--- src/hw/rtl/lca_pkg.sv ---
// Package: shared types and constants of the lowest common ancestor block.
`timescale 1ns / 1ps

package lca_pkg;

    localparam int NODE_W    = 7;
    localparam int NODES_DEF = 128;

    localparam logic CMD_LINK  = 1'b0;
    localparam logic CMD_QUERY = 1'b1;

    typedef struct packed {
        logic              cmd;
        logic [NODE_W-1:0] child_node;
        logic [NODE_W-1:0] parent_node;
        logic [NODE_W-1:0] first_node;
        logic [NODE_W-1:0] second_node;
    } t_lca_in;

    typedef struct packed {
        logic              found;
        logic [NODE_W-1:0] ancestor_node;
    } t_lca_out;

endpackage

--- src/hw/rtl/lca_in_if.sv ---
// Interface: request channel (link and query items) with valid/ready handshake.
`timescale 1ns / 1ps

interface lca_in_if
    import lca_pkg::*;
();
    logic    valid;
    logic    ready;
    t_lca_in payload;

    modport source (output valid, output payload, input ready);
    modport sink   (input valid, input payload, output ready);
endinterface

--- src/hw/rtl/lca_out_if.sv ---
// Interface: result channel with valid/ready handshake.
`timescale 1ns / 1ps

interface lca_out_if
    import lca_pkg::*;
();
    logic     valid;
    logic     ready;
    t_lca_out payload;

    modport source (output valid, output payload, input ready);
    modport sink   (input valid, input payload, output ready);
endinterface

--- src/hw/rtl/lowest_common_ancestor.sv ---
// Top level: lowest common ancestor by parent walk over a parent-table memory.
//
//  channel  dir  payload                                          result
//  i_in     in   cmd, child_node, parent_node, first/second_node  link: none
//  o_out    out  found, ancestor_node                              query: one
//
// A query walks up from the first node, marking each node, then walks up from the
// second node until it meets a mark; each walk makes at most NODES moves, with one
// parent-table read per move.
// Reset clears the link valid bits. The mark memory holds a query tag per node;
// a clearing pass over min(NODES, 128) entries runs after reset and after every
// 255th walked query, with the input held off meanwhile.
// A finished result waits in the output register; link items are still taken
// meanwhile, and a query that completes behind it holds until it is gone.
`timescale 1ns / 1ps

module lowest_common_ancestor
    import lca_pkg::*;
#(
    parameter int NODES = NODES_DEF
) (
    input  logic       i_clk,
    input  logic       i_rst_n,
    lca_in_if.sink     i_in,
    lca_out_if.source  o_out
);

    // only nodes below 2**NODE_W can ever be named
    localparam int TD = (NODES < (1 << NODE_W)) ? NODES : (1 << NODE_W);
    localparam int AW = $clog2(TD);
    localparam int SW = $clog2(NODES + 1);
    localparam int EW = 8;
    localparam logic [SW-1:0] STEP_CAP   = SW'(NODES);
    localparam logic [AW-1:0] LAST_IDX   = AW'(TD - 1);
    localparam logic [EW-1:0] EPOCH_LAST = '1;

    typedef enum logic [2:0] {
        S_CLEAR,
        S_IDLE,
        S_MARK,
        S_SEEK,
        S_DONE
    } t_state;

    t_state            r_state;
    logic [NODE_W-1:0] r_ptab [TD];
    logic [NODE_W-1:0] r_ptab_q;
    logic [EW-1:0]     r_mtab [TD];
    logic [EW-1:0]     r_mtab_q;
    logic              r_mark_fwd;
    logic [EW-1:0]     r_epoch;
    logic [AW-1:0]     r_clr;
    logic [TD-1:0]     r_has;
    logic [NODE_W-1:0] r_node;
    logic [NODE_W-1:0] r_second;
    logic              r_from_mem;
    logic [SW-1:0]     r_steps;
    logic              r_res_found;
    logic              r_out_valid;
    t_lca_out          r_out;

    logic [NODE_W-1:0] cur;
    logic [AW-1:0]     cur_idx;
    logic [AW-1:0]     rd_idx;
    logic              in_xfer;
    logic              link_ok;
    logic              query_ok;
    logic              mem_we;
    logic              mem_re;
    logic              mark_we;
    logic              seek_start;
    logic              seek_marked;

    assign i_in.ready    = (r_state == S_IDLE);
    assign in_xfer       = i_in.valid && i_in.ready;
    assign o_out.valid   = r_out_valid;
    assign o_out.payload = r_out;

    assign link_ok  = (int'(i_in.payload.child_node) < NODES)
                   && (int'(i_in.payload.parent_node) < NODES);
    assign query_ok = (int'(i_in.payload.first_node) < NODES)
                   && (int'(i_in.payload.second_node) < NODES);

    // current walk node: straight from the memory output after a move of the mark walk
    assign cur     = r_from_mem ? r_ptab_q : r_node;
    assign cur_idx = cur[AW-1:0];

    assign mem_we     = in_xfer && (i_in.payload.cmd == CMD_LINK) && link_ok;
    assign mem_re     = (r_state == S_MARK) || (r_state == S_SEEK);
    assign mark_we    = (r_state == S_MARK);
    assign seek_start = (r_state == S_MARK) && !r_has[cur_idx];

    // seek reads one node ahead so its mark and parent arrive together
    assign rd_idx = (r_state == S_SEEK) ? r_ptab_q[AW-1:0]
                  : (seek_start ? r_second[AW-1:0] : cur_idx);

    // the last mark write can hit the second node read in the same cycle
    assign seek_marked = r_mark_fwd || (r_mtab_q == r_epoch);

    always_ff @(posedge i_clk) begin
        if (mem_we) begin
            r_ptab[i_in.payload.child_node[AW-1:0]] <= i_in.payload.parent_node;
        end
        if (mem_re) begin
            r_ptab_q <= r_ptab[rd_idx];
        end
    end

    always_ff @(posedge i_clk) begin
        if (r_state == S_CLEAR) begin
            r_mtab[r_clr] <= '0;
        end else if (mark_we) begin
            r_mtab[cur_idx] <= r_epoch;
        end
        if (mem_re) begin
            r_mtab_q   <= r_mtab[rd_idx];
            r_mark_fwd <= mark_we && (cur_idx == rd_idx);
        end
    end

    always_ff @(posedge i_clk) begin
        if (!i_rst_n) begin
            r_state     <= S_CLEAR;
            r_clr       <= '0;
            r_epoch     <= '0;
            r_has       <= '0;
            r_node      <= '0;
            r_second    <= '0;
            r_from_mem  <= 1'b0;
            r_steps     <= '0;
            r_res_found <= 1'b0;
            r_out_valid <= 1'b0;
            r_out       <= '0;
        end else begin
            if (r_out_valid && o_out.ready && (r_state != S_DONE)) begin
                r_out_valid <= 1'b0;
            end
            unique case (r_state)
                S_CLEAR: begin
                    if (r_clr == LAST_IDX) begin
                        r_clr   <= '0;
                        r_epoch <= '0;
                        r_state <= S_IDLE;
                    end else begin
                        r_clr <= r_clr + 1'b1;
                    end
                end
                S_IDLE: begin
                    if (in_xfer) begin
                        if (i_in.payload.cmd == CMD_LINK) begin
                            if (link_ok) begin
                                r_has[i_in.payload.child_node[AW-1:0]] <= 1'b1;
                            end
                        end else begin
                            if (query_ok) begin
                                r_epoch    <= r_epoch + 1'b1;
                                r_node     <= i_in.payload.first_node;
                                r_second   <= i_in.payload.second_node;
                                r_from_mem <= 1'b0;
                                r_steps    <= '0;
                                r_state    <= S_MARK;
                            end else begin
                                r_res_found <= 1'b0;
                                r_state     <= S_DONE;
                            end
                        end
                    end
                end
                S_MARK: begin
                    priority if (!r_has[cur_idx]) begin
                        r_node     <= r_second;
                        r_from_mem <= 1'b0;
                        r_steps    <= '0;
                        r_state    <= S_SEEK;
                    end else if (r_steps == STEP_CAP) begin
                        // cycle above the first node
                        r_res_found <= 1'b0;
                        r_from_mem  <= 1'b0;
                        r_state     <= S_DONE;
                    end else begin
                        r_from_mem <= 1'b1;
                        r_steps    <= r_steps + 1'b1;
                    end
                end
                S_SEEK: begin
                    priority if (seek_marked) begin
                        r_res_found <= 1'b1;
                        r_state     <= S_DONE;
                    end else if (!r_has[cur_idx] || (r_steps == STEP_CAP)) begin
                        r_res_found <= 1'b0;
                        r_state     <= S_DONE;
                    end else begin
                        r_node  <= r_ptab_q;
                        r_steps <= r_steps + 1'b1;
                    end
                end
                S_DONE: begin
                    if (!r_out_valid || o_out.ready) begin
                        r_out_valid         <= 1'b1;
                        r_out.found         <= r_res_found;
                        r_out.ancestor_node <= r_res_found ? r_node : '0;
                        r_state             <= (r_epoch == EPOCH_LAST) ? S_CLEAR : S_IDLE;
                    end
                end
                default: begin
                    r_state <= S_IDLE;
                end
            endcase
        end
    end

endmodule

--- src/flat_wrapper.sv ---
// flat-port wrapper written by rule: the top's interface ports become plain ports
module lowest_common_ancestor_flat import lca_pkg::*;
#(
    parameter int NODES = NODES_DEF
)
  (i_clk, i_rst_n, i_in_valid, i_in_payload, i_in_ready, o_out_valid, o_out_payload, o_out_ready);
  lca_in_if i_in_i ();
  lca_out_if o_out_i ();
  input  logic i_clk;
  input  logic i_rst_n;
  input wire logic [$bits(i_in_i.valid)-1:0] i_in_valid;
  input wire logic [$bits(i_in_i.payload)-1:0] i_in_payload;
  output wire logic [$bits(i_in_i.ready)-1:0] i_in_ready;
  output wire logic [$bits(o_out_i.valid)-1:0] o_out_valid;
  output wire logic [$bits(o_out_i.payload)-1:0] o_out_payload;
  input wire logic [$bits(o_out_i.ready)-1:0] o_out_ready;
  assign i_in_i.valid = i_in_valid;
  assign i_in_i.payload = i_in_payload;
  assign i_in_ready = i_in_i.ready;
  assign o_out_valid = o_out_i.valid;
  assign o_out_payload = o_out_i.payload;
  assign o_out_i.ready = o_out_ready;
  lowest_common_ancestor #(.NODES(NODES)) u_core (.i_clk(i_clk), .i_rst_n(i_rst_n), .i_in(i_in_i), .o_out(o_out_i));
endmodule
--- config.mk ---
export PLATFORM = sky130hd
export DESIGN_NAME = lowest_common_ancestor_flat
export DESIGN_NICKNAME = d
export VERILOG_FILES = /design/src/hw/rtl/lca_pkg.sv /design/src/hw/rtl/lca_in_if.sv /design/src/hw/rtl/lca_out_if.sv /design/src/hw/rtl/lowest_common_ancestor.sv /design/src/flat_wrapper.sv
export SDC_FILE = /design/constraint.sdc
export NUM_CORES = 2
export LEC_CHECK = 0
export BUFFER_PORTS_ARGS = -buffer_cell sky130_fd_sc_hd__buf_2
export CAP_MARGIN = 25
export CORE_MARGIN = 4
export CORE_UTILIZATION = 45
export CTS_BUF_LIST = sky130_fd_sc_hd__clkbuf_4
export DETAILED_ROUTE_END_ITERATION = 12
export GPL_TIMING_DRIVEN = 1
export SLEW_MARGIN = 40
export SYNTH_ARGS = -nofsm -noshare
export SYNTH_HDL_FRONTEND = slang
export SYNTH_SLANG_ARGS = --single-unit
--- constraint.sdc ---
create_clock -name i_clk -period 13.96 [get_ports i_clk]
set_clock_uncertainty 0.15 [all_clocks]
set_input_delay 3.49 -clock i_clk [delete_from_list [all_inputs] [get_ports i_clk]]
set_output_delay 3.49 -clock i_clk [all_outputs]
set_load 0.03 [all_outputs]
==> flow_summary_export.csv <==
group,metric,value,unit
synthesis,yosysTopAreaCell,"edfxtp_1",
cells_and_area,drive_gt1_frac,0.1840,
global_routing,grt_max_degree,135,
clock_network,cts_sinks,2115,
timing,tns,0,ns
synthesis,synth_area,0.08600,mm²
clock_network,htree_levels,6,
pwr,vdd_drop_max,0.1009,mV
worst_setup_path,cp.arrival,8.58,ns
timing,fin_crit_sh,0.5443,
worst_setup_path,cpMostUsedCell,"buf_4",
global_routing,grt_usage,0.2526,
floorplan,fp.dieH,445.2,µm
synthesis,syn_area_per_cell,13.22,µm²
placed_design,numPortBuffers,42,
synthesis,ys_warn_count,0,
timing,finalSetupViolations,0,
floorplan,design.core.area,0.1902,mm²
worst_setup_path,cp_slowest_cell,"a2bb2oi_1",
clock_network,clkLatencyLatePin,1.36,ns
min_path,min_path_cells,1,
clock_network,cts-buffers-inserted,568,
global_routing,grt_pass1_vias,54220,
timing,hold_violations,0,
clock_network,cts_tree,"done",
job,maxCapViolCount,0,
synthesis,synth_cells,6505,
pwr,power_density,129.1,mW/mm²
floorplan,placementRows,160,
floorplan,pin_count,43,
worst_setup_path,required,14.94,ns
route,post_drt_wl_per_cell,26.36,µm
synthesis,synth_nets,6542,
synthesis,yosysTopAreaCellShare,0.6760,
floorplan,start_util,0.4522,
route,vias_per_cell,5.823,
floorplan,dieArea,0.1982,mm²
clock_network,cts_buffer_depth,4,
synthesis,synth-seq-cells,2115,
timing,fmax,131.6,MHz
synthesis,ys_seq_area_frac,0.7176,
placed_design,place_congestion,0.9195,
cells_and_area,syn_to_final_growth,12.22,%
timing,rsz0062_at_grt,"no",
floorplan,die_w,445.2,µm
worst_setup_path,start_kind,"register",
worst_setup_path,cp-end-kind,"register",
timing,worstMarginPinSlew,0.9327,ns
global_routing,grt_pass1_wl,369.4,mm
route,dr.first_iter.drc_count,6644,
timing,maxSlewViolCount,0,
worst_setup_path,path_max_fanout,68,
clock_network,post-cts-setup-buffers,0,
cells_and_area,fill_cells,16530,
clock_network,root_buffer,"clkbuf_4",
route,vias,56570,
route,ant_nets,0,
placed_design,placed_area,0.08913,mm²
clock_network,cts-hold-fix-buffers,0,
timing,slew_headroom,0.3760,
timing,final.min_clock_period,7.599,ns
clock_network,post_cts_resized,0,
pwr,p_leak,32.22,nW
synthesis,synth_edf_count,1936,
cells_and_area,finalInstanceArea,0.09651,mm²
route,drc,0,
synthesis,synthFlopType,"edfxtp_1",
worst_setup_path,slowest_delay,0.66,ns
synthesis,async_flop_share,0,
status,outcome,"completed",
cells_and_area,utilization,0.5075,
placed_design,hpwl,157.3,mm
worst_setup_path,criticalPathCategory,"reg2reg",
min_path,hold_class,"reg2reg",
route,wl,256.1,mm
route,first_pass_iters,6,
worst_setup_path,reg2reg_depth,18,
synthesis,ys_types,78,
synthesis,synth_area_leaders,"edfxtp_1 (68%), nand2_1 (5.8%), mux2i_1 (5.2%)",
global_routing,antenna_found_initial,15,
clock_network,clk_pin_slew_worst_paths,0.06,ns
worst_setup_path,crit_chain,"buf_4, mux2i_4, buf_4, or2_2, a221oi_1, a31oi_1, a31oi_1, a22oi_1, o21ai_0, o2111a_4, buf_4, buf_4, buf_4, mux2i_1, mux2_2, a2bb2oi_1, nand4_1, a211o_1",
cells_and_area,finalNetCount,6855,
global_routing,grt_overflow,0,
==> power breakdown <==
group          leakage, nW  internal [mW]  switching [mW]
clock network         4.27           2.96            2.50
logic                 10.6         0.0237           0.117
registers             17.3           6.86         0.00314
total                 32.2           9.84            2.62
==> path summary, 6_finish.rpt <==
| check | slack [ns] | startpoint | endpoint |
|---|---|---|---|
| setup / recovery | 6.36 | u_core.r_ptab_q[0] | u_core.r_mtab_q[5] |
| hold / removal | 0.31 | u_core.r_has[27] | u_core.r_has[27] |
| setup reg to reg | 6.36 | u_core.r_ptab_q[0] | u_core.r_mtab_q[5] |
| hold reg to reg | 0.31 | u_core.r_has[27] | u_core.r_has[27] |
==> kinds of logic (layout without fill, tap and decap cells) <==
kind of cell / count (synthesis) / after routing / synth area share
AND/OR/NAND/NOR: 2467 / 2467 / 0.1214
flip-flops: 2115 / 2115 / 0.7176
AO/OA/AOI/OAI: 965 / 965 / 0.07684
multiplexers: 506 / 506 / 0.05978
buffers and inverters: 421 / 1110 / 0.02099
XOR/XNOR: 27 / 27 / 0.002750
adder cells (fa/ha/maj): 4 / 4 / 0.0005819
other: 0 / 9 / 0
==> flip-flops by register name (all words and copies together) (netlist names) <==
signal	cells
u_core.r_second	7
u_core.r_mtab_q	8
u_core.r_ptab_q	7
u_core.r_steps	8
u_core.r_ptab	896
u_core.r_node	7
u_core.r_from_mem	1
u_core.r_mark_fwd	1
u_core.o_out.payload	8
u_core.o_out.valid	1
u_core.r_state	3
u_core.r_mtab	1024
u_core.r_res_found	1
u_core.r_has	128
u_core.r_epoch	8
u_core.r_clr	7
==> worst max-delay path: cells and delay by family, from the launching register on <==
kind / cells / cell delay [ns]
AO/OA/AOI/OAI: 8 / 2.70
AND/OR/NAND/NOR: 2 / 0.54
buffers and inverters: 5 / 2.67
flip-flops: 1 / 0.33
multiplexers: 3 / 0.77
==> placed cells by master, fill, tap and decap left out, types with 84 or more instances in the layout <==
master    count
edfxtp_1   1936
nor2_1      344
o21ai_0      84
o21a_1      147
buf_4        86
nor2_2      139
nand3_1     351
mux2i_1     442
dfxtp_1     177
o22ai_1     108
clkbuf_4    870
nand2_1    1320
a21oi_1     200
and3_1      105
==> through the flow <==
step	instances	worst slack (ns)	power (mW)	hold WS (ns)
5_1_grt	9714	6.104	12.91	0.3287
6_report	9714	6.361	12.46	0.3135
3_5_place_dp	8754	6.029	7.137	0.2992
3_3_place_gp	8745	6.065	7.132	0.2926
2_1_floorplan	6505	8.554	7.039	0.2832
4_1_cts	9700	6.029	12.56	0.3140
==> cells in the mapped netlist, types with 15 or more instances <==
master,n
o22ai_1,109
a22oi_1,36
a2bb2oi_1,17
a21boi_0,18
nand2_1,1329
buf_2,138
mux2_2,61
a21oi_1,200
o21a_1,147
a211oi_1,18
nor3_1,37
nand3_1,352
o31ai_1,29
clkbuf_1,206
o211ai_1,16
nor2b_1,15
mux2i_1,445
and3_1,114
o21ai_0,97
or3_1,18
nor2_1,486
a221oi_1,22
nand4_1,69
o31a_1,17
o221ai_1,15
buf_1,52
dfxtp_1,179
a32oi_1,16
a211o_1,27
o2111ai_1,17
a31oi_1,56
edfxtp_1,1936
a311oi_1,60
xor2_1,15
==> routing by layer <==
layer | global-route usage | vias to the layer above | routed length (µm)
met2 | 0.3784 | 2734 | 115600
met1 | 0.3517 | 28100 | 106600
met3 | 0.06211 | 503 | 23670
li1 | - | 25220 | -
met4 | 0.1103 | 6 | 10160
met5 | 0 | - | 37
==> cell type report <==
type / count / area [µm²] / share of cell area
antenna: 9 / 22.52 / 0.0002334
clock buffer: 870 / 6531 / 0.06767
clock inverter: 76 / 503.0 / 0.005212
inverter: 13 / 48.80 / 0.0005056
multi-input combinational: 3969 / 23200 / 0.2404
sequential: 2115 / 61720 / 0.6395
tap: 2511 / 3142 / 0.03255
timing repair buffer: 151 / 1345 / 0.01394
Power figures use the tool's default switching activity.
